**src/sv/partition_fit_allocator_unit_defines.svh**
```systemverilog
// Assertion macros shared by the allocator RTL.
`ifndef PARTITION_FIT_ALLOCATOR_UNIT_DEFINES_SVH
`define PARTITION_FIT_ALLOCATOR_UNIT_DEFINES_SVH

// Property that must hold at every clock edge out of reset.
`define PFA_ASSERT_ALWAYS(label, expr, msg) \
  label: assert property (@(posedge clk) disable iff (rst) (expr)) else $error(msg);

// Same-cycle implication.
`define PFA_ASSERT_IMPL(label, ante, cons, msg) \
  label: assert property (@(posedge clk) disable iff (rst) (ante) |-> (cons)) else $error(msg);

// Next-cycle implication.
`define PFA_ASSERT_NEXT(label, ante, cons, msg) \
  label: assert property (@(posedge clk) disable iff (rst) (ante) |=> (cons)) else $error(msg);

`endif

```
**src/sv/pfa_pkg.sv**
```systemverilog
package pfa_pkg;

  // Index width of the scan packet; covers up to 256 holes
  localparam int IDX_W      = 8;
  localparam int CNT_W      = 5;
  localparam int FIT_W      = 2;
  localparam int CFG_IDX_W  = 1;
  localparam int CFG_DATA_W = 5;

  // Allocation policies
  localparam logic [FIT_W-1:0] FIT_FIRST = 2'd0;
  localparam logic [FIT_W-1:0] FIT_BEST  = 2'd1;
  localparam logic [FIT_W-1:0] FIT_WORST = 2'd2;

  // Configuration register indexes
  localparam logic [CFG_IDX_W-1:0] CFG_FIT_MODE   = 1'd0;
  localparam logic [CFG_IDX_W-1:0] CFG_HOLE_COUNT = 1'd1;

  // Input item functions
  localparam logic FUNC_LOAD  = 1'b0;
  localparam logic FUNC_ALLOC = 1'b1;

  typedef struct packed {
    logic        func;
    logic [3:0]  hole_index;
    logic [15:0] amount;
  } in_item_t;

  typedef struct packed {
    logic        granted;
    logic [3:0]  chosen_index;
    logic [15:0] hole_size_before;
  } out_item_t;

  // Control part of the search packet that walks the cell row
  typedef struct packed {
    logic             valid;
    logic             found;
    logic [IDX_W-1:0] idx;
  } pkt_ctl_t;

  // Broadcast write to one cell
  typedef struct packed {
    logic             en;
    logic [IDX_W-1:0] idx;
  } upd_t;

endpackage

```
**src/sv/pfa_cell.sv**
```systemverilog
module pfa_cell #(
  parameter int CELL_IDX   = 0,
  parameter int SIZE_WIDTH = 16
) (
  input  logic                        clk,
  input  logic                        rst,
  input  logic [pfa_pkg::FIT_W-1:0]   mode,
  input  logic [pfa_pkg::CNT_W-1:0]   count,
  input  pfa_pkg::upd_t               upd,
  input  logic [SIZE_WIDTH-1:0]       upd_data,
  input  pfa_pkg::pkt_ctl_t           in_ctl,
  input  logic [SIZE_WIDTH-1:0]       in_req,
  input  logic [SIZE_WIDTH-1:0]       in_size,
  output pfa_pkg::pkt_ctl_t           out_ctl,
  output logic [SIZE_WIDTH-1:0]       out_req,
  output logic [SIZE_WIDTH-1:0]       out_size
);
  import pfa_pkg::*;

  logic [SIZE_WIDTH-1:0] hole;
  logic                  active;
  logic                  fits;
  logic                  take;

  assign active = (32'(count) > 32'(CELL_IDX));
  assign fits   = (hole >= in_req);

  // Does this hole replace the packet's current pick
  always_comb begin
    case (mode)
      FIT_FIRST: take = active && fits && !in_ctl.found;
      FIT_BEST:  take = active && fits && (!in_ctl.found || hole < in_size);
      FIT_WORST: take = active && (!in_ctl.found || hole > in_size);
      default:   take = 1'b0;
    endcase
  end

  // Hole storage, written by load or by the post-grant subtract
  always_ff @(posedge clk) begin
    if (upd.en && upd.idx == IDX_W'(CELL_IDX)) begin
      hole <= upd_data;
    end
  end

  // Packet handoff to the next cell
  always_ff @(posedge clk) begin
    if (rst) begin
      out_ctl.valid <= 1'b0;
    end else begin
      out_ctl.valid <= in_ctl.valid;
    end
  end

  always_ff @(posedge clk) begin
    out_req <= in_req;
    if (take) begin
      out_ctl.found <= 1'b1;
      out_ctl.idx   <= IDX_W'(CELL_IDX);
      out_size      <= hole;
    end else begin
      out_ctl.found <= in_ctl.found;
      out_ctl.idx   <= in_ctl.idx;
      out_size      <= in_size;
    end
  end

endmodule

```
**src/sv/partition_fit_allocator_unit.sv**
```systemverilog
// Hole table allocator. A load item writes one hole size; its result (all
// zero) passes through the pending register to the output register. An
// allocate item sends a search packet down a row of MAX_HOLES cells, one cell
// per cycle, each cell holding one hole, and its result takes the same path.
// The input stalls during a scan and while a result is pending, so no new item
// is taken before the last result reaches the output register; a new item is
// taken while a finished result still waits there. Hole entries are not
// cleared by reset and must be loaded before an allocate scans them.
`include "partition_fit_allocator_unit_defines.svh"

module partition_fit_allocator_unit #(
  parameter int MAX_HOLES  = 16,
  parameter int SIZE_WIDTH = 16
) (
  input  logic                             clk,
  input  logic                             rst,
  input  logic                             in_valid,
  output logic                             in_stall,
  input  pfa_pkg::in_item_t                in_data,
  output logic                             out_valid,
  input  logic                             out_stall,
  output pfa_pkg::out_item_t               out_data,
  input  logic                             cfg_we,
  input  logic [pfa_pkg::CFG_IDX_W-1:0]    cfg_index,
  input  logic [pfa_pkg::CFG_DATA_W-1:0]   cfg_data
);
  import pfa_pkg::*;

  logic [FIT_W-1:0]      fit_mode;
  logic [CNT_W-1:0]      hole_count;
  logic                  scanning;
  logic                  pend_valid;
  out_item_t             pend;
  logic                  in_xfer;
  logic                  out_free;
  logic [SIZE_WIDTH-1:0] amt;
  logic                  grant;

  pkt_ctl_t              pkt_ctl  [0:MAX_HOLES];
  logic [SIZE_WIDTH-1:0] pkt_req  [0:MAX_HOLES];
  logic [SIZE_WIDTH-1:0] pkt_size [0:MAX_HOLES];
  logic [MAX_HOLES:0]    pkt_vld;

  upd_t                  upd;
  logic [SIZE_WIDTH-1:0] upd_data;

  assign in_stall = scanning || pend_valid;
  assign in_xfer  = in_valid && !in_stall;
  assign out_free = !out_valid || !out_stall;
  assign amt      = SIZE_WIDTH'(in_data.amount);

  // Configuration registers
  always_ff @(posedge clk) begin
    if (rst) begin
      fit_mode   <= FIT_FIRST;
      hole_count <= CNT_W'(16);
    end else if (cfg_we) begin
      case (cfg_index)
        CFG_FIT_MODE:   fit_mode   <= cfg_data[FIT_W-1:0];
        CFG_HOLE_COUNT: hole_count <= cfg_data[CNT_W-1:0];
        default: ;
      endcase
    end
  end

  // Packet launch at the head of the row
  always_ff @(posedge clk) begin
    if (rst) begin
      pkt_ctl[0].valid <= 1'b0;
    end else begin
      pkt_ctl[0].valid <= in_xfer && in_data.func == FUNC_ALLOC;
    end
  end

  always_ff @(posedge clk) begin
    pkt_ctl[0].found <= 1'b0;
    pkt_ctl[0].idx   <= '0;
    pkt_req[0]       <= amt;
    pkt_size[0]      <= '0;
  end

  // Cell row
  for (genvar i = 0; i < MAX_HOLES; i++) begin : g_cell
    pfa_cell #(
      .CELL_IDX   (i),
      .SIZE_WIDTH (SIZE_WIDTH)
    ) u_cell (
      .clk      (clk),
      .rst      (rst),
      .mode     (fit_mode),
      .count    (hole_count),
      .upd      (upd),
      .upd_data (upd_data),
      .in_ctl   (pkt_ctl[i]),
      .in_req   (pkt_req[i]),
      .in_size  (pkt_size[i]),
      .out_ctl  (pkt_ctl[i+1]),
      .out_req  (pkt_req[i+1]),
      .out_size (pkt_size[i+1])
    );
  end

  for (genvar i = 0; i <= MAX_HOLES; i++) begin : g_vld
    assign pkt_vld[i] = pkt_ctl[i].valid;
  end

  // Worst fit picks the largest hole first, then checks it fits
  assign grant = pkt_ctl[MAX_HOLES].found &&
                 (fit_mode != FIT_WORST || pkt_size[MAX_HOLES] >= pkt_req[MAX_HOLES]);

  // Hole writes: a load, or the subtract after a grant
  always_comb begin
    if (pkt_ctl[MAX_HOLES].valid) begin
      upd.en   = grant;
      upd.idx  = pkt_ctl[MAX_HOLES].idx;
      upd_data = pkt_size[MAX_HOLES] - pkt_req[MAX_HOLES];
    end else begin
      upd.en   = in_xfer && in_data.func == FUNC_LOAD;
      upd.idx  = IDX_W'(in_data.hole_index);
      upd_data = amt;
    end
  end

  // Scan busy flag and pending result
  always_ff @(posedge clk) begin
    if (rst) begin
      scanning   <= 1'b0;
      pend_valid <= 1'b0;
    end else begin
      if (in_xfer && in_data.func == FUNC_ALLOC) begin
        scanning <= 1'b1;
      end else if (pkt_ctl[MAX_HOLES].valid) begin
        scanning <= 1'b0;
      end
      if (pkt_ctl[MAX_HOLES].valid || (in_xfer && in_data.func == FUNC_LOAD)) begin
        pend_valid <= 1'b1;
      end else if (out_free) begin
        pend_valid <= 1'b0;
      end
    end
  end

  always_ff @(posedge clk) begin
    if (pkt_ctl[MAX_HOLES].valid) begin
      pend.granted          <= grant;
      pend.chosen_index     <= grant ? 4'(pkt_ctl[MAX_HOLES].idx) : 4'd0;
      pend.hole_size_before <= grant ? 16'(pkt_size[MAX_HOLES]) : 16'd0;
    end else if (in_xfer) begin
      pend <= '0;
    end
  end

  // Output register
  always_ff @(posedge clk) begin
    if (rst) begin
      out_valid <= 1'b0;
    end else if (out_free) begin
      out_valid <= pend_valid;
    end
  end

  always_ff @(posedge clk) begin
    if (out_free && pend_valid) begin
      out_data <= pend;
    end
  end

  // Checks
  `PFA_ASSERT_ALWAYS(a_one_packet, $onehot0(pkt_vld), "more than one search packet in flight")
  `PFA_ASSERT_IMPL(a_end_while_scan, pkt_ctl[MAX_HOLES].valid,
                   scanning && !pend_valid, "packet ended outside a scan")
  `PFA_ASSERT_ALWAYS(a_busy_excl, !(scanning && pend_valid), "scan and pending result overlap")
  `PFA_ASSERT_NEXT(a_alloc_scan, in_xfer && in_data.func == FUNC_ALLOC,
                   scanning, "allocate did not start a scan")
  `PFA_ASSERT_IMPL(a_nogrant_zero, out_valid && !out_data.granted,
                   out_data.chosen_index == 4'd0 && out_data.hole_size_before == 16'd0,
                   "no-grant result not zero")

endmodule
```
**config.mk**
```make
export PLATFORM = sky130hd
export DESIGN_NAME = partition_fit_allocator_unit
export DESIGN_NICKNAME = d
export VERILOG_FILES = /design/src/sv/pfa_pkg.sv /design/src/sv/pfa_cell.sv /design/src/sv/partition_fit_allocator_unit.sv
export VERILOG_INCLUDE_DIRS = /design/src /design/src/sv
export SDC_FILE = /design/constraint.sdc
export NUM_CORES = 2
export LEC_CHECK = 0
export BUFFER_PORTS_ARGS = -buffer_cell sky130_fd_sc_hd__buf_2
export CAP_MARGIN = 0
export CORE_MARGIN = 3
export CORE_UTILIZATION = 62
export CTS_CLUSTER_DIAMETER = 60
export DETAILED_ROUTE_END_ITERATION = 8
export PLACE_DENSITY_LB_ADDON = 0.2
export SLEW_MARGIN = 5
export SYNTH_ARGS = -nofsm -noshare
export SYNTH_HDL_FRONTEND = slang
export SYNTH_SLANG_ARGS = --single-unit
```
**constraint.sdc**
```tcl
create_clock -name clk -period 6.99 [get_ports clk]
set_input_delay 0.3495 -clock clk [delete_from_list [all_inputs] [get_ports clk]]
set_output_delay 0.3495 -clock clk [all_outputs]
set_load 0.1 [all_outputs]
```
Yosys cells after proc, flatten, opt, wreduce, memory -nomap -nowiden
Cells that the tools add are included.
{"block": "op_classes", "bitwise_logic": 2, "n_reduce_logical": 142, "shift": 0, "div_mod_pow": 0, "n_addsub": 1, "n_mux": 42, "multipliers": 0, "eq_ne": 18, "order_cmp": 63}
{"operator": "16-bit >= comparator", "n": 17}
{"operator": "16-bit two-way mux", "n": 17}
{"operator": "16-bit greater-than comparator", "n": 15}
{"operator": "16-bit < comparator", "n": 15}
{"operator": "1-bit logical AND", "n": 82}
{"operator": "8-bit by 4-bit == test with 1-bit output (second input constant)", "n": 8}
{"operator": "1-bit case mux with 3 select lines", "n": 15}
{"operator": "21-bit two-way mux", "n": 2}
{"operator": "5-bit by 4-bit greater-than comparator with 1-bit output (second input constant)", "n": 8}
{"operator": "1-bit logical OR", "n": 34}
{"operator": "8-bit by 3-bit == test with 1-bit output (second input constant)", "n": 4}
{"operator": "5-bit by 3-bit greater-than comparator with 1-bit output (second input constant)", "n": 4}
{"operator": "1-bit logical NOT", "n": 18}
{"operator": "9-bit two-way mux", "n": 2}
{"operator": "8-bit by 2-bit == test with 1-bit output (second input constant)", "n": 2}
{"operator": "16-bit subtractor", "n": 1}
{"operator": "5-bit by 1-bit greater-than comparator with 1-bit output (second input constant)", "n": 2}
{"operator": "5-bit by 2-bit greater-than comparator with 1-bit output (second input constant)", "n": 2}
{"operator": "8-bit by 1-bit == test with 1-bit output (second input constant)", "n": 1}
{"operator": "8-bit logical NOT", "n": 1}
{"operator": "2-bit nonzero test", "n": 3}
{"operator": "1-bit two-way mux", "n": 4}
{"operator": "4-bit two-way mux", "n": 1}
{"operator": "2-bit AND reduction", "n": 2}
{"operator": "other kinds (7)", "n": 8}
{"block": "word_totals", "latch_bits": 0, "mem_count": 0, "register_bits": 997, "out_inout_bits": 23, "mem_bits_ro": 0, "word_cells": 377, "ramBits": 0}

Longest topological paths before layout
{"block": "depth", "depth_word": 7, "depth_mapped": 12, "mapped_depth_nobuf": 11}

Hierarchy
From an unflattened synthesis, not the netlist that was laid out.
{"block": "hier_totals", "hier_cells": 3634, "hier_area_um2": 44012.2}
{"module": "partition_fit_allocator_unit", "instances": 1, "area_each_um2": 3435.8, "seq_area_each_um2": 1801.7, "cells_each": 322}
{"module": "pfa_cell (g_cell[9].u_cell)", "instances": 1, "area_each_um2": 2568.7, "seq_area_each_um2": 1321.3, "cells_each": 210}
{"module": "pfa_cell (g_cell[15].u_cell)", "instances": 1, "area_each_um2": 2566.2, "seq_area_each_um2": 1321.3, "cells_each": 209}
{"module": "pfa_cell (g_cell[13].u_cell)", "instances": 1, "area_each_um2": 2563.7, "seq_area_each_um2": 1321.3, "cells_each": 210}
{"module": "pfa_cell (g_cell[10].u_cell)", "instances": 1, "area_each_um2": 2561.2, "seq_area_each_um2": 1321.3, "cells_each": 207}
{"module": "pfa_cell (g_cell[4].u_cell)", "instances": 1, "area_each_um2": 2555.0, "seq_area_each_um2": 1321.3, "cells_each": 209}
{"module": "pfa_cell (g_cell[8].u_cell)", "instances": 1, "area_each_um2": 2536.2, "seq_area_each_um2": 1321.3, "cells_each": 207}
{"module": "pfa_cell (g_cell[12].u_cell)", "instances": 1, "area_each_um2": 2534.9, "seq_area_each_um2": 1321.3, "cells_each": 206}
{"module": "pfa_cell (g_cell[6].u_cell)", "instances": 1, "area_each_um2": 2531.2, "seq_area_each_um2": 1321.3, "cells_each": 206}
{"module": "pfa_cell (g_cell[0].u_cell)", "instances": 1, "area_each_um2": 2526.2, "seq_area_each_um2": 1321.3, "cells_each": 209}
{"module": "pfa_cell (g_cell[14].u_cell)", "instances": 1, "area_each_um2": 2522.4, "seq_area_each_um2": 1321.3, "cells_each": 206}
{"module": "pfa_cell (g_cell[5].u_cell)", "instances": 1, "area_each_um2": 2521.2, "seq_area_each_um2": 1321.3, "cells_each": 205}
{"module": "pfa_cell (g_cell[2].u_cell)", "instances": 1, "area_each_um2": 2519.9, "seq_area_each_um2": 1321.3, "cells_each": 205}
{"module": "pfa_cell (g_cell[11].u_cell)", "instances": 1, "area_each_um2": 2518.7, "seq_area_each_um2": 1321.3, "cells_each": 206}
{"module": "+3 rows"}

Worst setup path after synthesis
No wires, ideal clock.
{"block": "synth_timing", "kind": "reg-to-reg", "from": "reg g_cell[15].u_cell.out_size[0] (netlist name)", "to": "reg g_cell[5].u_cell.hole[0], enable pin", "setup_time_ns": 0.388, "t_arrival_ns": 3.048, "path_slack_ns": 3.553, "stages_incl_launch_ff": 13, "n_path_buf": 1, "cell_sequence": "dfxtp_1 -> inv_1 -> ha_1 -> fa_1 -> nand2b_1 -> a21boi_0 -> o21ai_1 -> a31o_2 -> a21oi_1 -> o31a_1 -> buf_2 -> a31oi_1 -> nor2_1"}
{"block": "synth_via", "elab_chain_len": 5}
{"element": "16-bit >= comparator", "line_no": "partition_fit_allocator_unit.sv:109", "text": "(fit_mode != FIT_WORST || pkt_size[MAX_HOLES] >= pkt_req[MAX_HOLES]);"}
{"element": "1-bit logical OR", "line_no": "partition_fit_allocator_unit.sv:109"}
{"element": "1-bit logical AND", "line_no": "partition_fit_allocator_unit.sv:108", "text": "assign grant = pkt_ctl[MAX_HOLES].found &&"}
{"element": "9-bit two-way mux", "line_no": "partition_fit_allocator_unit.sv:113", "text": "if (pkt_ctl[MAX_HOLES].valid) begin"}
{"element": "1-bit logical AND", "line_no": "pfa_cell.sv:40", "text": "if (upd.en && upd.idx == IDX_W'(CELL_IDX)) begin"}
{"element": "end signal: assignment", "line_no": "pfa_cell.sv:41", "text": "hole <= upd_data;"}
{"element": "end: declaration", "line_no": "pfa_cell.sv:20", "text": "logic [SIZE_WIDTH-1:0] hole;"}
No other way between the ends.
A chain may end at the register's enable or synchronous reset.

Worst setup path in the final report
{"block": "layout_timing", "from": "reg g_cell[15].u_cell.out_size[0] (netlist name)", "to": "reg g_cell[15].u_cell.hole[6], enable pin"}
{"block": "layout_via", "elab_chain_len": 5}
{"element": "16-bit >= comparator", "line_no": "partition_fit_allocator_unit.sv:109"}
{"element": "1-bit logical OR", "line_no": "partition_fit_allocator_unit.sv:109"}
{"element": "1-bit logical AND", "line_no": "partition_fit_allocator_unit.sv:108"}
{"element": "9-bit two-way mux", "line_no": "partition_fit_allocator_unit.sv:113"}
{"element": "1-bit logical AND", "line_no": "pfa_cell.sv:40"}
{"element": "end signal: assignment", "line_no": "pfa_cell.sv:41"}
{"element": "end: declaration", "line_no": "pfa_cell.sv:20"}
No other way between the ends.

==> impl_metrics.tcl <==
set metrics [dict create \
    status "finished, final reports clean" \
    worst-path-buf-inv 2 \
    skew_ns 0.0337 \
    core_um2 62300 \
    finalCritPeriodShare_pct 62.1 \
    start_util_pct 63.2 \
    p_leak_nw 19.8 \
    via_count 25500 \
    drt-initial-drc-count 2023 \
    wirelength_mm 98.3 \
    wl_met1_mm 41.9 \
    io_pins 55 \
    drive_gt1_share_pct 14.5 \
    dpl.hpwl_mm 72.3 \
    synth.avg_cell_area_um2 11.7 \
    die_area_um2 66600 \
    route.top_layer_used "met4" \
    rsz0062_at_grt "no" \
    yosysWarnings 0 \
    grt_overflow_total 0 \
    grt_pass1_wl_mm 149 \
    irDropWorstVdd_v 0.000248 \
    cts.path.max_buffers 3 \
    syn_inst 3366 \
    viasPerCell 5.76 \
    critical_path.startpoint_type "flip-flop" \
    grt_usage_pct 29.4 \
    die_w_um 258 \
    place_congestion 0.899 \
    die_h_um 258 \
    max_freq_ghz 0.230 \
    clock_latency_ns 0.65 \
    cp_data_arrival_time_ns 4.61 \
    route.detailed.drc 0 \
    worstPathCellList "inv_1 > ha_1 > fa_1 > nand2b_1 > a21boi_0 > o21ai_1 > a31o_2 > a21oi_1 > o31a_1 > buf_4 > a32o_1 > and2_1" \
    synth_cell_type_count 79 \
    wl_met3_mm 6.55 \
    h-tree-depth 3 \
    synth_ff_type "dfxtp_1" \
    setup_viol 0 \
    cts_tree "done" \
    setup_tns_ns 0 \
    fin_crit_ns 4.34 \
    netlist_area_um2 39400 \
    dr.pass1.iters 6 \
    cpMaxStageDelayCell "and2_1" \
    seq_area_frac_synth_pct 54.2 \
    design_area_um2 44000 \
    tightest_slew_ns 1.23 \
    final_hold_viol_count 0 \
    routedWlPerCell_um 22.2 \
    wl_met2_mm 46.4 \
    synth_seq_cells 918 \
    clock-sinks 918 \
    drv_slew 0 \
    cts_resized 0 \
    relSlewSlack_pct 18.3 \
    power_w 0.0142 \
    rr_startpoint "g_cell[15].u_cell.out_size[0]" \
    critical_path_class "reg2reg" \
    cts_made_buffers 90 \
    synthToLayoutAreaGrowth_pct 11.8 \
    placed_area_um2 40700 \
    setup_ws_ns 2.65 \
    io_buffers 54 \
    max_cap_violations 0 \
    path_clk_slew_ns 0.06 \
    final_nets 4053 \
    endpoint "g_cell[15].u_cell.hole[6]" \
    cpLargestDelayFamily "compound AO/OA/AOI/OAI gates" \
    p_per_area_nw_per_um2 323 \
    critPathLaunch "g_cell[15].u_cell.out_size[0]" \
    cts_setup_buffers 0 \
    synth_edf_count 298 \
    place_ws_ns 2.73 \
    ant_nets 0 \
    grt_max_degree 30 \
    grt_pass1_vias 25800 \
    hold_class "in2reg" \
    path_depth 12 \
    max_stage_delay_ns 0.65 \
    r2r_cells 12 \
    row_count 91 \
    crit_fanout 16 \
    synthArstFlopShare_pct 0 \
    root_buffer "clkbuf_16" \
    syn-num-nets 3911 \
    reg2reg_slack_ns 2.65 \
    antenna_found_initial 7 \
    worst_setup_path_end_kind "flip-flop" \
    required_ns 7.26 \
    r2r_end "g_cell[15].u_cell.hole[6]" \
]
[registers in the layout, summed over array words and instances (netlist names), 2 cells and up]
signal	flops
g_cell.u_cell.out_size	256
fit_mode	2
g_cell.u_cell.out_req	256
hole_count	5
g_cell.u_cell.out_ctl	81
pend	21
g_cell.u_cell.hole	256
pkt_req	16
out_data	21
[per-stage QoR]
stage / hold slack, ns / util, % / instances
6_report: 0.0630 / 70.7 / 4426
5_1_grt: 0.0503 / 70.7 / 4423
4_1_cts: 0.0291 / 70.6 / 4423
3_5_place_dp: 0.338 / 65.3 / 4234
3_3_place_gp: 0.339 / 65.3 / 4234
2_1_floorplan: 0.331 / - / 3366
[timing repair]
action | in CTS | in global routing
endpoints found under the hold margin | 20 | 0
endpoints found under the setup margin | 0 | 0
hold buffers | 19 | 0
[kinds of logic (layout without fill, tap and decap cells)]
group                    count (synthesis)  after routing  synth area share [%]
flip-flops                             918            918                  54.2
buffers and inverters                  579            799                  5.68
AND/OR/NAND/NOR                        567            567                  7.58
AO/OA/AOI/OAI                          519            519                  8.37
adder cells (fa/ha/maj)                513            513                  16.3
multiplexers                           258            258                  7.52
XOR/XNOR                                12             12                 0.267
other                                    0              3                     0
[worst register-to-register path, stage by stage, from the launching register on]
cell      delay [ns]
dfxtp_1         0.33
inv_1           0.05
ha_1            0.22
fa_1            0.41
nand2b_1        0.15
a21boi_0        0.26
o21ai_1         0.19
a31o_2          0.29
a21oi_1         0.27
o31a_1          0.48
buf_4           0.34
a32o_1          0.32
and2_1          0.65
[per-layer routing]
metal	GRT usage, %	vias to the layer above
met3	5.65	221
met5	0	-
li1	-	12100
met4	10.9	0
met1	38.8	12400
met2	48.6	849
[how the worst min path moves through the flow]
stage / from / end / depth (start not counted)
detailed placement: g_cell[7].u_cell.out_req[12] / g_cell[8].u_cell.out_req[12] / 0
global placement: g_cell[5].u_cell.out_req[4] / g_cell[6].u_cell.out_req[4] / 0
global route: in_data[20] / pkt_ctl[169] / 2
finish: in_data[20] / pkt_ctl[169] / 2
CTS: in_data[20] / pkt_ctl[169] / 2
floorplan: pkt_req[266] / g_cell[0].u_cell.out_req[10] / 0
[power by group]
part	internal (W)	total [W]	switching (W)
clock	0.00296	0.00502	0.00206
combinational	0.00117	0.00255	0.00138
sequential	0.00620	0.00666	0.000464
[cell type report]
| cell class | instances | area (µm²) |
|---|---|---|
| antenna | 3 | 7.51 |
| fill | 4391 | 18300 |
| sequential | 918 | 21400 |
| clock buffer | 134 | 2790 |
| tap | 837 | 1050 |
| inverter | 536 | 2010 |
| multi-input combinational | 1869 | 15800 |
| clock inverter | 36 | 358 |
| timing repair buffer | 93 | 611 |
[cells in the mapped netlist, types with 4 or more instances]
library cell,instances,area [µm²]
xnor2_1,10,87.6
nand4_1,66,413
and3_1,8,50.1
a21boi_0,4,30.0
mux2_4,17,255
inv_1,536,2010
edfxtp_1,298,8950
a211oi_1,24,180
a2111oi_0,8,70.1
nor3_1,29,145
nand2_1,131,492
a21oi_1,209,1050
buf_2,19,95.1
mux2i_1,5,50.1
dfxtp_1,620,12400
buf_6,5,56.3
or2_2,23,144
nor3b_1,6,45.0
ha_1,512,6410
and4_1,6,52.6
nor4_1,10,62.6
nand2b_1,34,213
and2_1,53,332
nor2b_1,33,206
a32o_1,7,70.1
or3_1,12,75.1
a21o_1,57,428
o21a_1,15,113
mux2_2,236,2660
nand3b_1,6,45.0
clkbuf_1,15,56.3
a31oi_1,16,100
o31ai_1,4,30.0
nor2_1,95,357
o41ai_1,5,43.8
o211ai_1,15,113
o21ai_0,87,435
a41oi_1,5,43.8
or4_1,5,37.5
a211o_1,18,158
nand3_1,35,175
[layout by cell type, fill, tap and decap left out, types with 7 or more instances in the layout]
master / count
a31oi_1: 15
ha_1: 512
a21o_1: 57
nand3_1: 35
o211ai_1: 15
dlygate4sd3_1: 19
a211o_1: 18
clkbuf_16: 101
edfxtp_1: 298
or2_2: 23
buf_2: 54
nor3_1: 29
clkbuf_1: 19
nand4_1: 66
and3_1: 8
o21ai_0: 86
mux2_2: 236
clkbuf_8: 13
dfxtp_1: 620
clkinv_2: 13
xnor2_1: 10
or3_1: 12
a32o_1: 7
nor2b_1: 33
a211oi_1: 23
mux2_4: 17
nand2_1: 131
buf_4: 20
nor2_1: 95
a21oi_1: 209
inv_1: 536
a2111oi_0: 8
and2_1: 53
nor4_1: 10
o21a_1: 15
nand2b_1: 34
No activity file was read; power rests on OpenSTA's default activity.
